--- src/rtl/core/gac_pkg.sv ---
// ----------------------------------------------------------------------------
// gac_pkg
// shared types and constants of the grid atlas cell allocator
// ----------------------------------------------------------------------------
package gac_pkg;

  localparam int unsigned GacMaxSide = 64;
  localparam int unsigned CfgW       = 11;
  localparam int unsigned CoordW     = 16;
  localparam int unsigned PixW       = 17;
  localparam int unsigned RegIdxW    = 2;

  typedef enum logic [RegIdxW-1:0] {
    REG_CELL_W    = 2'd0,
    REG_CELL_H    = 2'd1,
    REG_INIT_COLS = 2'd2,
    REG_INIT_ROWS = 2'd3
  } gac_reg_e;

  typedef enum logic {
    CMD_ALLOC = 1'b0,
    CMD_FREE  = 1'b1
  } gac_cmd_e;

  typedef enum logic [4:0] {
    ST_IDLE,
    ST_REBUILD,
    ST_GROW,
    ST_ROW_PREP,
    ST_ROW_WR,
    ST_COL_PREP,
    ST_COL_RD,
    ST_COL_WR,
    ST_SCAN,
    ST_POP_HC,
    ST_POP_ST,
    ST_POP_DATA,
    ST_MUL_W,
    ST_MUL_H,
    ST_OUT,
    ST_DIV,
    ST_FREE_RD,
    ST_FREE_WR
  } gac_state_e;

endpackage

--- src/rtl/core/gac_div.sv ---
// ----------------------------------------------------------------------------
// gac_div
// restoring divider, one quotient bit per cycle
// ----------------------------------------------------------------------------
module gac_div (
  input  logic                        clk_i,
  input  logic                        rst_ni,
  input  logic                        start_i,
  input  logic [gac_pkg::CoordW-1:0]  dividend_i,
  input  logic [gac_pkg::CfgW-1:0]    divisor_i,
  output logic                        done_o,
  output logic [gac_pkg::CoordW-1:0]  quot_o
);
  import gac_pkg::*;

  localparam int unsigned StepW = $clog2(CoordW);

  logic                busy_q;
  logic                done_q;
  logic [StepW-1:0]    step_q;
  logic [CfgW-1:0]     rem_q;
  logic [CfgW-1:0]     rem_d;
  logic [CfgW-1:0]     dvs_q;
  logic [CoordW-1:0]   quo_q;
  logic [CfgW:0]       trial;
  logic                qbit;

  // shift in the next dividend bit, subtract if it fits
  always_comb begin
    trial = {rem_q, quo_q[CoordW-1]};
    qbit  = (trial >= {1'b0, dvs_q});
    rem_d = qbit ? CfgW'(trial - {1'b0, dvs_q}) : trial[CfgW-1:0];
  end

  always_ff @(posedge clk_i or negedge rst_ni) begin
    if (!rst_ni) begin
      busy_q <= 1'b0;
      done_q <= 1'b0;
      step_q <= '0;
    end else begin
      done_q <= 1'b0;
      if (start_i) begin
        busy_q <= 1'b1;
        step_q <= '0;
      end else if (busy_q) begin
        step_q <= step_q + 1'b1;
        if (step_q == StepW'(CoordW - 1)) begin
          busy_q <= 1'b0;
          done_q <= 1'b1;
        end
      end
    end
  end

  always_ff @(posedge clk_i) begin
    if (start_i) begin
      rem_q <= '0;
      dvs_q <= divisor_i;
      quo_q <= dividend_i;
    end else if (busy_q) begin
      rem_q <= rem_d;
      quo_q <= {quo_q[CoordW-2:0], qbit};
    end
  end

  assign done_o = done_q;
  assign quot_o = quo_q;

endmodule

--- config.mk ---
export PLATFORM = sky130hd
export DESIGN_NAME = gac_div
export DESIGN_NICKNAME = d
export VERILOG_FILES = /design/src/rtl/core/gac_pkg.sv /design/src/rtl/core/gac_div.sv
export SDC_FILE = /design/constraint.sdc
export NUM_CORES = 1
export LEC_CHECK = 0
export BUFFER_PORTS_ARGS = -buffer_cell sky130_fd_sc_hd__buf_2
export CAP_MARGIN = 20
export CORE_UTILIZATION = 50
export CTS_CLUSTER_DIAMETER = 80
export DETAILED_ROUTE_END_ITERATION = 8
export GPL_TIMING_DRIVEN = 0
export PLACE_DENSITY_LB_ADDON = 0.2
export RECOVER_POWER = 50
export SETUP_SLACK_MARGIN = 0.02
export SLEW_MARGIN = 15
export SYNTH_ARGS = -nofsm -noshare
export SYNTH_HDL_FRONTEND = slang
export SYNTH_SLANG_ARGS = --single-unit
--- constraint.sdc ---
create_clock -name clk_i -period 2.6 [get_ports clk_i]
set_input_delay 0.39 -clock clk_i [delete_from_list [all_inputs] [get_ports clk_i]]
set_output_delay 0.39 -clock clk_i [all_outputs]
set_load 0.005 [all_outputs]
==> results of run 1 <==
==> path summary, 6_finish.rpt <==
check                              from   endpoint  slack [ns]  cells past startpoint
max                          quot_o[15]  quot_o[0]        0.17                      9
min                        divisor_i[3]   dvs_q[3]        0.26                      1
max reg2reg                  quot_o[15]  quot_o[0]        0.17                      9
min reg2reg                    rem_q[9]   rem_q[9]        0.51                      2
max in group asynchronous        rst_ni  step_q[2]        1.88                      2
min in group asynchronous        rst_ni  step_q[1]        0.48                      2
==> flip-flops by register name, indices dropped and copies added, names as in the netlist <==
name / cells
busy_q: 1
dvs_q: 11
done_o: 1
rem_q: 11
quot_o: 16
step_q: 4
==> report_power, final <==
group / switching, uW / internal, uW / total (uW)
logic: 499 / 473 / 973
clock network: 244 / 284 / 529
registers: 84.3 / 869 / 953
total: 828 / 1630 / 2450
==> layer usage <==
metal  track usage, %  vias to the layer above  wire length (um)
li1                 -                      858                 -
met1             25.6                      786              2210
met2             30.1                       23              2190
met3             3.42                        9                97
met4             8.00                        0                87
met5                0                        -                 0
==> cells in the mapped netlist, types with 2 or more instances <==
master	n	area [um2]
sky130_fd_sc_hd__o21ai_0	6	30.0
sky130_fd_sc_hd__nor4bb_1	2	20.0
sky130_fd_sc_hd__xor2_1	2	17.5
sky130_fd_sc_hd__nor2_1	21	78.8
sky130_fd_sc_hd__dfrtp_1	6	150
sky130_fd_sc_hd__buf_6	2	22.5
sky130_fd_sc_hd__a311oi_1	2	17.5
sky130_fd_sc_hd__nand4_1	2	12.5
sky130_fd_sc_hd__edfxtp_1	27	811
sky130_fd_sc_hd__o211ai_1	3	22.5
sky130_fd_sc_hd__mux2i_1	8	80.1
sky130_fd_sc_hd__a21oi_1	5	25.0
sky130_fd_sc_hd__a211oi_1	7	52.6
sky130_fd_sc_hd__nand2_1	8	30.0
sky130_fd_sc_hd__nand3_1	3	15.0
sky130_fd_sc_hd__mux2_2	16	180
sky130_fd_sc_hd__or3_1	2	12.5
sky130_fd_sc_hd__nand2b_1	4	25.0
sky130_fd_sc_hd__o21a_1	2	15.0
sky130_fd_sc_hd__nor3b_1	2	15.0
sky130_fd_sc_hd__buf_2	2	10.0
sky130_fd_sc_hd__clkbuf_1	2	7.51
sky130_fd_sc_hd__xnor2_1	6	52.6
sky130_fd_sc_hd__ha_1	12	150
sky130_fd_sc_hd__buf_1	4	15.0
sky130_fd_sc_hd__inv_1	13	48.8
sky130_fd_sc_hd__o21ai_1	2	10.0
sky130_fd_sc_hd__o22ai_1	2	12.5
sky130_fd_sc_hd__nor4_2	2	25.0
sky130_fd_sc_hd__dfxtp_1	11	220
==> cell type report <==
type / instances / area share (%)
clock buffers: 5 / 2.45
inverters: 13 / 1.74
flip-flops and latches: 44 / 42.1
plain buffers: 10 / 1.92
multi-input cells: 139 / 39.7
well taps: 52 / 2.32
clock inverters: 3 / 1.52
repair buffers: 47 / 8.25
==> cell usage in the layout, fill, tap and decap left out, drive strengths merged, types with 2 or more instances in the layout <==
master  netlist  layout
a211oi        8       8
a21oi         6       6
a311oi        2       2
buf           8      46
clkbuf        2      15
dfrtp         6       6
dfxtp        11      11
edfxtp       27      27
ha           12      12
inv          13      13
mux2         17      17
mux2i         8       8
nand2         8       8
nand2b        4       4
nand3         4       4
nand4         2       2
nor2         21      21
nor2b         2       2
nor3b         2       2
nor4          3       3
nor4bb        2       2
o211ai        3       3
o21a          2       2
o21ai        10      10
o22ai         2       2
o31a          2       2
or3           2       2
xnor2         6       6
xor2          2       2
==> per-stage QoR <==
stage / worst slack, ns / cell area (um2) / util [%] / power, uW
after CTS: 0.145 / 2810 / 62.8 / 2460
after global routing: 0.0223 / 2810 / 62.7 / 2610
after floorplan: 0.392 / 2390 / - / 1710
after detailed placement: 0.176 / 2690 / 60.0 / 1930
final: 0.173 / 2810 / 62.7 / 2450
after global placement: 0.182 / 2690 / 60.0 / 1900
==> kinds of logic after synthesis <==
kind of cell               synth area share [%]
muxes                                      11.5
DFF                                        49.4
AOI/OAI and AO/OA                          11.8
buffers and inverters                      4.34
and+or+nand+nor                            12.9
xor gates and xnor gates                   2.93
adders and majority gates                  7.12
==> critical path, cell delays in order (launching register included) <==
cell	delay, ns
sky130_fd_sc_hd__edfxtp_1	0.40
sky130_fd_sc_hd__inv_1	0.10
sky130_fd_sc_hd__ha_1	0.18
sky130_fd_sc_hd__fa_1	0.27
sky130_fd_sc_hd__nor2b_4	0.06
sky130_fd_sc_hd__o31a_4	0.30
sky130_fd_sc_hd__o21ai_4	0.28
sky130_fd_sc_hd__o21ai_4	0.12
sky130_fd_sc_hd__buf_6	0.19
sky130_fd_sc_hd__mux2_2	0.27
==> what timing repair did <==
item / CTS / global route
gates resized for setup: 0 / 1
endpoints found under the hold margin: 6 / 0
endpoints found under the setup margin: 0 / 4
hold buffers: 1 / 0
==> out/results.md, run 1 <==
| Result | Value |
|:---|:---|
| Status | finished, violations left |
| Failing checks | design-rule violations |
| Setup CP Type | register to register |
| Worst voltage drop across the vdd grid | 0.429 mV |
| Total clock sinks | 44 |
| Worst Setup End Kind | register |
| Register bit count reported by yosys | 44 |
| Gr ovfl total | 0 |
| Number of rows created at floorplan | 24 |
| Antenna violations before repair | 0 |
| Final routed wirelength across all metal layers | 4580 um |
| Share of the yosys chip area belonging to registers | 49.4% |
| Maximum fanout count along the critical path | 10 |
| Half-perimeter wire length of the detailed placement result | 3390 um |
| Unrepaired setup endpoints after global routing | no |
| Total die area | 0.00506 mm2 |
| Ratio of routed vias to standard cells | 5.35 |
| Wire length of the first global-routing pass | 7340 um |
| IO Port Bufs | 46 |
| Largest net degree at the start of global routing | 17 |
| DIE WIDTH | 71.2 um |
| Count of antenna diodes in the layout | 0 |
| Root buffer cell | sky130_fd_sc_hd__clkbuf_8 |
| Count of maximum capacitance violations | 0 |
| CTS tree | done |
| Final Skew | 0.00764 ns |
| Number of enable-type register cells in the synthesized netlist | 27 |
| Core area | 0.00447 mm2 |
| Minimum clock period | 2.43 ns |
| Via count of the first global-routing pass | 1569 |
| Average routed wire per standard cell | 14.6 um |
| Final setup violation count | 0 |
| Worst max-slew margin expressed relative to the limit | 54.1% |
| Max Transition Viols Final | 0 |
| Multi-input combinational cell area | 0.00111 mm2 |
| Area used by sequential logic in the layout | 0.00118 mm2 |
| Maximum achievable frequency | 0.412 GHz |
| Total iterations of the first detailed-routing run | 6 |
| Clock H-tree levels | 2 |
| Number of cells produced by synthesis | 206 |
| Post-CTS repair timing setup buffer count | 0 |
| Placed Instances | 304 |
| Post-Syn Area per Cell | 11.6 um2 |
| Ys async rst share | 13.6% |
| Overall via count from detail_route | 1676 |
| Req. time, crit path | 2.65 ns |
| Insertion delay to the later sink of the worst-skew pair | 0.30 ns |
| Number of non-filler instances in the completed layout | 313 |
| Hold violation total from the final report | 0 |
| Post-CTS clock slew at the launch and capture registers of the worst setup and hold paths | 0.09 ns |
| Clock Path Buffers | 2 |
| Period utilization | 93.3% |
| Total negative slack for setup checks | 0 ns |
| Final GP Congestion | 0.801 |
| Number of primary I/O pins | 47 |
| Actual transition at the worst max-transition pin | 0.688 ns |
| Antenna-violating nets left | 0 |
| Total power divided by cell area | 875 mW/mm2 |
| Critical path startpoint category | register |
| Layout Area Growth over Synthesis | 17.3% |
| All-layer global routing usage | 19.0% |
| Classification of the worst-slack hold path | primary input to register |
| Yosys Warn Count | 0 |
| Arrival time at the worst endpoint | 2.48 ns |
| Fillers | 369 |
| DR DRC count | 2 |
| Initial detailed-routing violation count | 67 |
| CTS buffer count | 5 |
| Post-route worst hold slack | 0.260 ns |
| Netlist Area Pre-Place | 0.00239 mm2 |
| LEAKAGE | 0.00119 uW |
| Net count of the finished layout | 303 |
| Mapped Nets | 249 |
| Top FF cell, synth | sky130_fd_sc_hd__edfxtp_1 |
| Die Y | 71.2 um |
| Starting utilization of the core area | 53.4% |
| Count of different cell masters after synthesis | 50 |
| Fraction of layout instances using a drive strength above 1 | 29.5% |
(Power assumes the default switching activity.)
==> run 2: changes to the inputs <==
--- a/config.mk
+++ b/config.mk
@@ -11,7 +11,7 @@
 export CTS_CLUSTER_DIAMETER = 80
 export DETAILED_ROUTE_END_ITERATION = 8
 export GPL_TIMING_DRIVEN = 0
-export PLACE_DENSITY_LB_ADDON = 0.2
+export PLACE_DENSITY_LB_ADDON = 0.15
 export RECOVER_POWER = 50
 export SETUP_SLACK_MARGIN = 0.02
 export SLEW_MARGIN = 15
==> out/results.md, run 2 (synthesis gave the netlist of run 1 again) <==
| Result | Value |
|:---|:---|
| Maximum achievable frequency | 0.407 GHz |
| Die Y | 71.2 um |
| Post-CTS repair timing setup buffer count | 0 |
| Starting utilization of the core area | 53.4% |
| Count of maximum capacitance violations | 0 |
| Cell depth of the worst hold path | 1 |
| Total die area | 0.00506 mm2 |
| Fraction of layout instances using a drive strength above 1 | 28.7% |
| Most common cell after layout, fill and taps aside | sky130_fd_sc_hd__buf_2 |
| Setup slack after layout | 0.146 ns |
| Layout Area Growth over Synthesis | 16.8% |
| Setup slack after placement | 0.164 ns |
| Overall via count from detail_route | 1675 |
| Wire length of the first global-routing pass | 7150 um |
| Maximum fanout count along the critical path | 10 |
| Failing checks | design-rule violations |
| Number of non-filler instances in the completed layout | 313 |
| Worst voltage drop across the vdd grid | 0.428 mV |
| Req. time, crit path | 2.65 ns |
| Insertion delay to the later sink of the worst-skew pair | 0.29 ns |
| Root buffer cell | sky130_fd_sc_hd__clkbuf_8 |
| Hold violation total from the final report | 0 |
| Actual transition at the worst max-transition pin | 0.660 ns |
| Total iterations of the first detailed-routing run | 7 |
| Core area | 0.00447 mm2 |
| Final setup violation count | 0 |
| Total negative slack for setup checks | 0 ns |
| Classification of the worst-slack hold path | primary input to register |
| Most used cells in the layout excluding fill and tap cells | sky130_fd_sc_hd__buf_2 (40), sky130_fd_sc_hd__edfxtp_1 (27), sky130_fd_sc_hd__nor2_1 (21) |
| Net count of the finished layout | 303 |
| Max reg flops | 16 |
| Clock H-tree levels | 2 |
| DR DRC count | 1 |
| Via count of the first global-routing pass | 1580 |
| Reg2Reg Setup Slack | 0.15 ns |
| Reg2Reg Launch Point | quot_o[15] |
| Placed Instances | 304 |
| Ratio of routed vias to standard cells | 5.35 |
| Worst Setup End Kind | register |
| CTS buffer count | 5 |
| Antenna-violating nets left | 0 |
| Max Transition Viols Final | 0 |
| Total power divided by cell area | 865 mW/mm2 |
| Number of rows created at floorplan | 24 |
| DIE WIDTH | 71.2 um |
| Capture point of the critical path | quot_o[0] |
| Average routed wire per standard cell | 14.1 um |
| Unrepaired setup endpoints after global routing | no |
| Total clock sinks | 44 |
| Final routed wirelength across all metal layers | 4400 um |
| Period utilization | 94.4% |
| Final Skew | 0.00570 ns |
| Largest net degree at the start of global routing | 17 |
| Final GP Congestion | 0.772 |
| Terminus of the critical flop-to-flop path | quot_o[0] |
| Clock Path Buffers | 2 |
| Post-layout power | 2420 uW |
| Antenna violations before repair | 0 |
| Count of antenna diodes in the layout | 0 |
| Number of primary I/O pins | 47 |
| Setup crit start | quot_o[15] |
| CTS tree | done |
| Worst max-slew margin expressed relative to the limit | 56.0% |
| Minimum clock period | 2.45 ns |
| Arrival time at the worst endpoint | 2.50 ns |
| All-layer global routing usage | 18.1% |
| Post-CTS clock slew at the launch and capture registers of the worst setup and hold paths | 0.08 ns |
| Status | finished, violations left |
| Gr ovfl total | 0 |
| Initial detailed-routing violation count | 65 |
| FF-to-FF path depth | 9 |
| Critical path startpoint category | register |
| Post-route worst hold slack | 0.266 ns |
| LEAKAGE | 0.00119 uW |
| IO Port Bufs | 46 |
| Half-perimeter wire length of the detailed placement result | 3250 um |
| Setup CP Type | register to register |
## run 2: cell count changes in the layout (fill, tap and decap cells not counted), sizes merged
cell / before / now
clkinvlp: 1 / 0
clkinv: 1 / 2
## run 2: final cells by class
cell class	instances	area, um2
sequential	44	1180
clock buffer	5	68.8
fill	405	1680
timing repair buffer	47	231
buffer	10	53.8
multi-input combinational	139	1110
inverter	13	48.8
clock inverter	3	37.5
tap	52	65.1
## run 2: worst min path at each step
stage	to	from
final	dvs_q[0]	divisor_i[0]
after global placement	step_q[2]	rst_ni
after detailed placement	step_q[2]	rst_ni
after floorplan	busy_q	rst_ni
after CTS	dvs_q[0]	divisor_i[0]
after global routing	dvs_q[4]	divisor_i[4]
## run 2: layer usage
layer / wire length, um / share of wire (%) / global-route usage, %
met5: 0 / 0 / 0
met4: 33 / 0.75 / 4.67
met3: 84 / 1.9 / 3.42
met2: 2040 / 46 / 28.1
met1: 2240 / 51 / 26.3
## run 2: worst max-delay path, cell delays in order (launching register included)
cell and delay (ns):
sky130_fd_sc_hd__edfxtp_1 0.41, sky130_fd_sc_hd__inv_1 0.12, sky130_fd_sc_hd__ha_1 0.19, sky130_fd_sc_hd__fa_1 0.27
sky130_fd_sc_hd__nor2b_4 0.06, sky130_fd_sc_hd__o31a_4 0.30, sky130_fd_sc_hd__o21ai_4 0.25, sky130_fd_sc_hd__o21ai_2 0.14
sky130_fd_sc_hd__buf_6 0.19, sky130_fd_sc_hd__mux2_2 0.27
## run 2: report_power, final
part,leakage [uW],switching (uW),internal (uW)
clock network,0.0000532,226,280
logic,0.000693,486,471
registers,0.000445,85.2,869
total,0.00119,797,1620
## run 2: timing repair
action,in CTS,in global routing
hold endpoints to repair,6,0
hold buffers,1,0
gates resized for setup,0,0
## run 2: per-stage QoR
stage / utilization [%] / area [um2]
5_1_grt: 62.4 / 2790
3_3_place_gp: 60.0 / 2690
3_5_place_dp: 60.0 / 2690
6_report: 62.4 / 2790
4_1_cts: 62.6 / 2800
2_1_floorplan: - / 2390
==> run 3: changes to the inputs <==
--- a/config.mk
+++ b/config.mk
@@ -5,11 +5,11 @@
 export SDC_FILE = /design/constraint.sdc
 export NUM_CORES = 1
 export LEC_CHECK = 0
-export BUFFER_PORTS_ARGS = -buffer_cell sky130_fd_sc_hd__buf_2
 export CAP_MARGIN = 20
 export CORE_UTILIZATION = 50
 export CTS_CLUSTER_DIAMETER = 80
 export DETAILED_ROUTE_END_ITERATION = 8
+export DONT_BUFFER_PORTS = 1
 export GPL_TIMING_DRIVEN = 0
 export PLACE_DENSITY_LB_ADDON = 0.15
 export RECOVER_POWER = 50
==> out/results.md, run 3 (synthesis gave the netlist of run 1 again) <==
| Result | Value |
|:---|:---|
| Status | finished clean |
| Sw power | 808 uW |
| Antenna-violating nets left | 0 |
| Minimum clock period | 2.50 ns |
| Final GP Congestion | 0.791 |
| Total power divided by cell area | 960 mW/mm2 |
| Most used cells in the layout excluding fill and tap cells | sky130_fd_sc_hd__edfxtp_1 (27), sky130_fd_sc_hd__nor2_1 (21), sky130_fd_sc_hd__mux2_2 (16) |
| All-layer global routing usage | 18.6% |
| Worst voltage drop across the vdd grid | 0.455 mV |
| Final routed wirelength across all metal layers | 4510 um |
| Cell at the slowest stage of the critical path | sky130_fd_sc_hd__edfxtp_1 |
| Actual transition at the worst max-transition pin | 0.544 ns |
| Cell-by-cell trace of the critical path | inv_1 -> ha_1 -> fa_2 -> nor2b_4 -> o31a_4 -> o21ai_4 -> o21ai_4 -> buf_8 -> mux2_2 |
| CTS buffer count | 5 |
| Sw frac | 32.2% |
| Fraction of layout instances using a drive strength above 1 | 18.1% |
| Total negative slack for setup checks | 0 ns |
| Half-perimeter wire length of the detailed placement result | 3320 um |
| Max Transition Viols Final | 0 |
| LEAKAGE | 0.00104 uW |
| Wire length of the first global-routing pass | 7110 um |
| Average routed wire per standard cell | 16.9 um |
| Maximum fanout count along the critical path | 10 |
| Unrepaired setup endpoints after global routing | no |
| Setup CP Type | register to register |
| Overall via count from detail_route | 1577 |
| Clock group share of total power | 24.5% |
| Final Skew | 0.00585 ns |
| Period utilization | 96.1% |
| Total die area | 0.00506 mm2 |
| Number of primary I/O pins | 47 |
| Number of rows created at floorplan | 24 |
| Total iterations of the first detailed-routing run | 6 |
| Count of maximum capacitance violations | 0 |
| Worst max-slew margin expressed relative to the limit | 63.7% |
| Internal Power | 1700 uW |
| Maximum achievable frequency | 0.400 GHz |
| Count of antenna diodes in the layout | 0 |
| Delay of the slowest cell on the worst path | 0.45 ns |
| Initial detailed-routing violation count | 66 |
| Largest net degree at the start of global routing | 17 |
| Total clock sinks | 44 |
| Antenna violations before repair | 0 |
| Root buffer cell | sky130_fd_sc_hd__clkbuf_8 |
| Net count of the finished layout | 257 |
| Most common cell after layout, fill and taps aside | sky130_fd_sc_hd__edfxtp_1 |
| Arrival time at the worst endpoint | 2.55 ns |
| Post-CTS repair timing setup buffer count | 0 |
| CTS tree | done |
| Gr ovfl total | 0 |
| DIE WIDTH | 71.2 um |
| Core area | 0.00447 mm2 |
| Max reg flops | 16 |
| Worst Setup End Kind | register |
| Sequential group share of total power | 38.4% |
| Insertion delay to the later sink of the worst-skew pair | 0.30 ns |
| IO Port Bufs | 0 |
| Final Core Density | 58.4% |
| Placed standard-cell area | 0.00246 mm2 |
| Hold violation total from the final report | 0 |
| Starting utilization of the core area | 53.4% |
| Layout Area Growth over Synthesis | 9.26% |
| Final design area excluding fillers | 0.00261 mm2 |
| Via count of the first global-routing pass | 1527 |
| Final setup violation count | 0 |
| Top cell by count, worst path | sky130_fd_sc_hd__o21ai_4 |
| DR DRC count | 0 |
| Part of the total power dissipated in combinational logic | 37.1% |
| Ratio of routed vias to standard cells | 5.91 |
| Clock Path Buffers | 2 |
| Post-CTS clock slew at the launch and capture registers of the worst setup and hold paths | 0.08 ns |
| Classification of the worst-slack hold path | primary input to register |
| Clock H-tree levels | 2 |
| Reg2Reg Setup Slack | 0.10 ns |
| Req. time, crit path | 2.65 ns |
| Die Y | 71.2 um |
| Critical path startpoint category | register |
[run 3: repair_timing]
action                     CTS  global route
hold endpoints to repair     6             0
gates resized for setup      0             3
hold buffers                 1             0
setup endpoints to repair    0            11
[run 3: worst max-delay path, delay by kind of cell (launching register included)]
family	cells	cell delay, ns
AOI/OAI and AO/OA	3	0.71
DFF	1	0.45
adders and majority gates	2	0.45
buffers and inverters	2	0.31
muxes	1	0.27
and+or+nand+nor	1	0.06
[run 3: layer usage]
metal  GRT usage (%)  vias up  routed length, um
li1                -      768                  -
met5               0        -                  0
met2            29.7       36               2250
met4            8.89        0                 98
met3            3.56       10                163
met1            24.3      763               2000
[run 3: power groups by stage]
stage          clock network (uW)  registers [uW]  logic (uW)
4_1_cts                       627             963         909
3_3_place_gp                    0             973         866
3_5_place_dp                    0             977         902
5_1_grt                       649             977        1030
6_report                      615             962         929
2_1_floorplan                   0             948         766
[run 3: path summary, 6_finish.rpt]
kind,startpoint,end,depth (start not counted)
hold reg to reg,rem_q[10],rem_q[10],2
hold / removal,divisor_i[2],dvs_q[2],0
min in group asynchronous,rst_ni,step_q[2],1
setup reg to reg,quot_o[15],quot_o[0],9
max in group asynchronous,rst_ni,step_q[0],1
setup / recovery,quot_o[15],quot_o[0],9
[run 3: metrics by stage]
step	setup slack (ns)	power (uW)	cells	hold WS [ns]
2_1_floorplan	0.392	1710	206	0.0944
3_3_place_gp	0.140	1840	258	0.0945
3_5_place_dp	0.0501	1880	258	0.0945
4_1_cts	0.0345	2500	267	0.174
5_1_grt	0.0104	2650	267	0.170
6_report	0.101	2510	267	0.181
[run 3: final cells by class]
class,count,area (um2)
fillers,369,1860
clock buffers,6,72.6
clock inverters,2,60.1
well taps,52,65.1
multi-input cells,139,1120
repair buffers,1,10.0
inverters,13,48.8
plain buffers,10,58.8
flip-flops and latches,44,1180
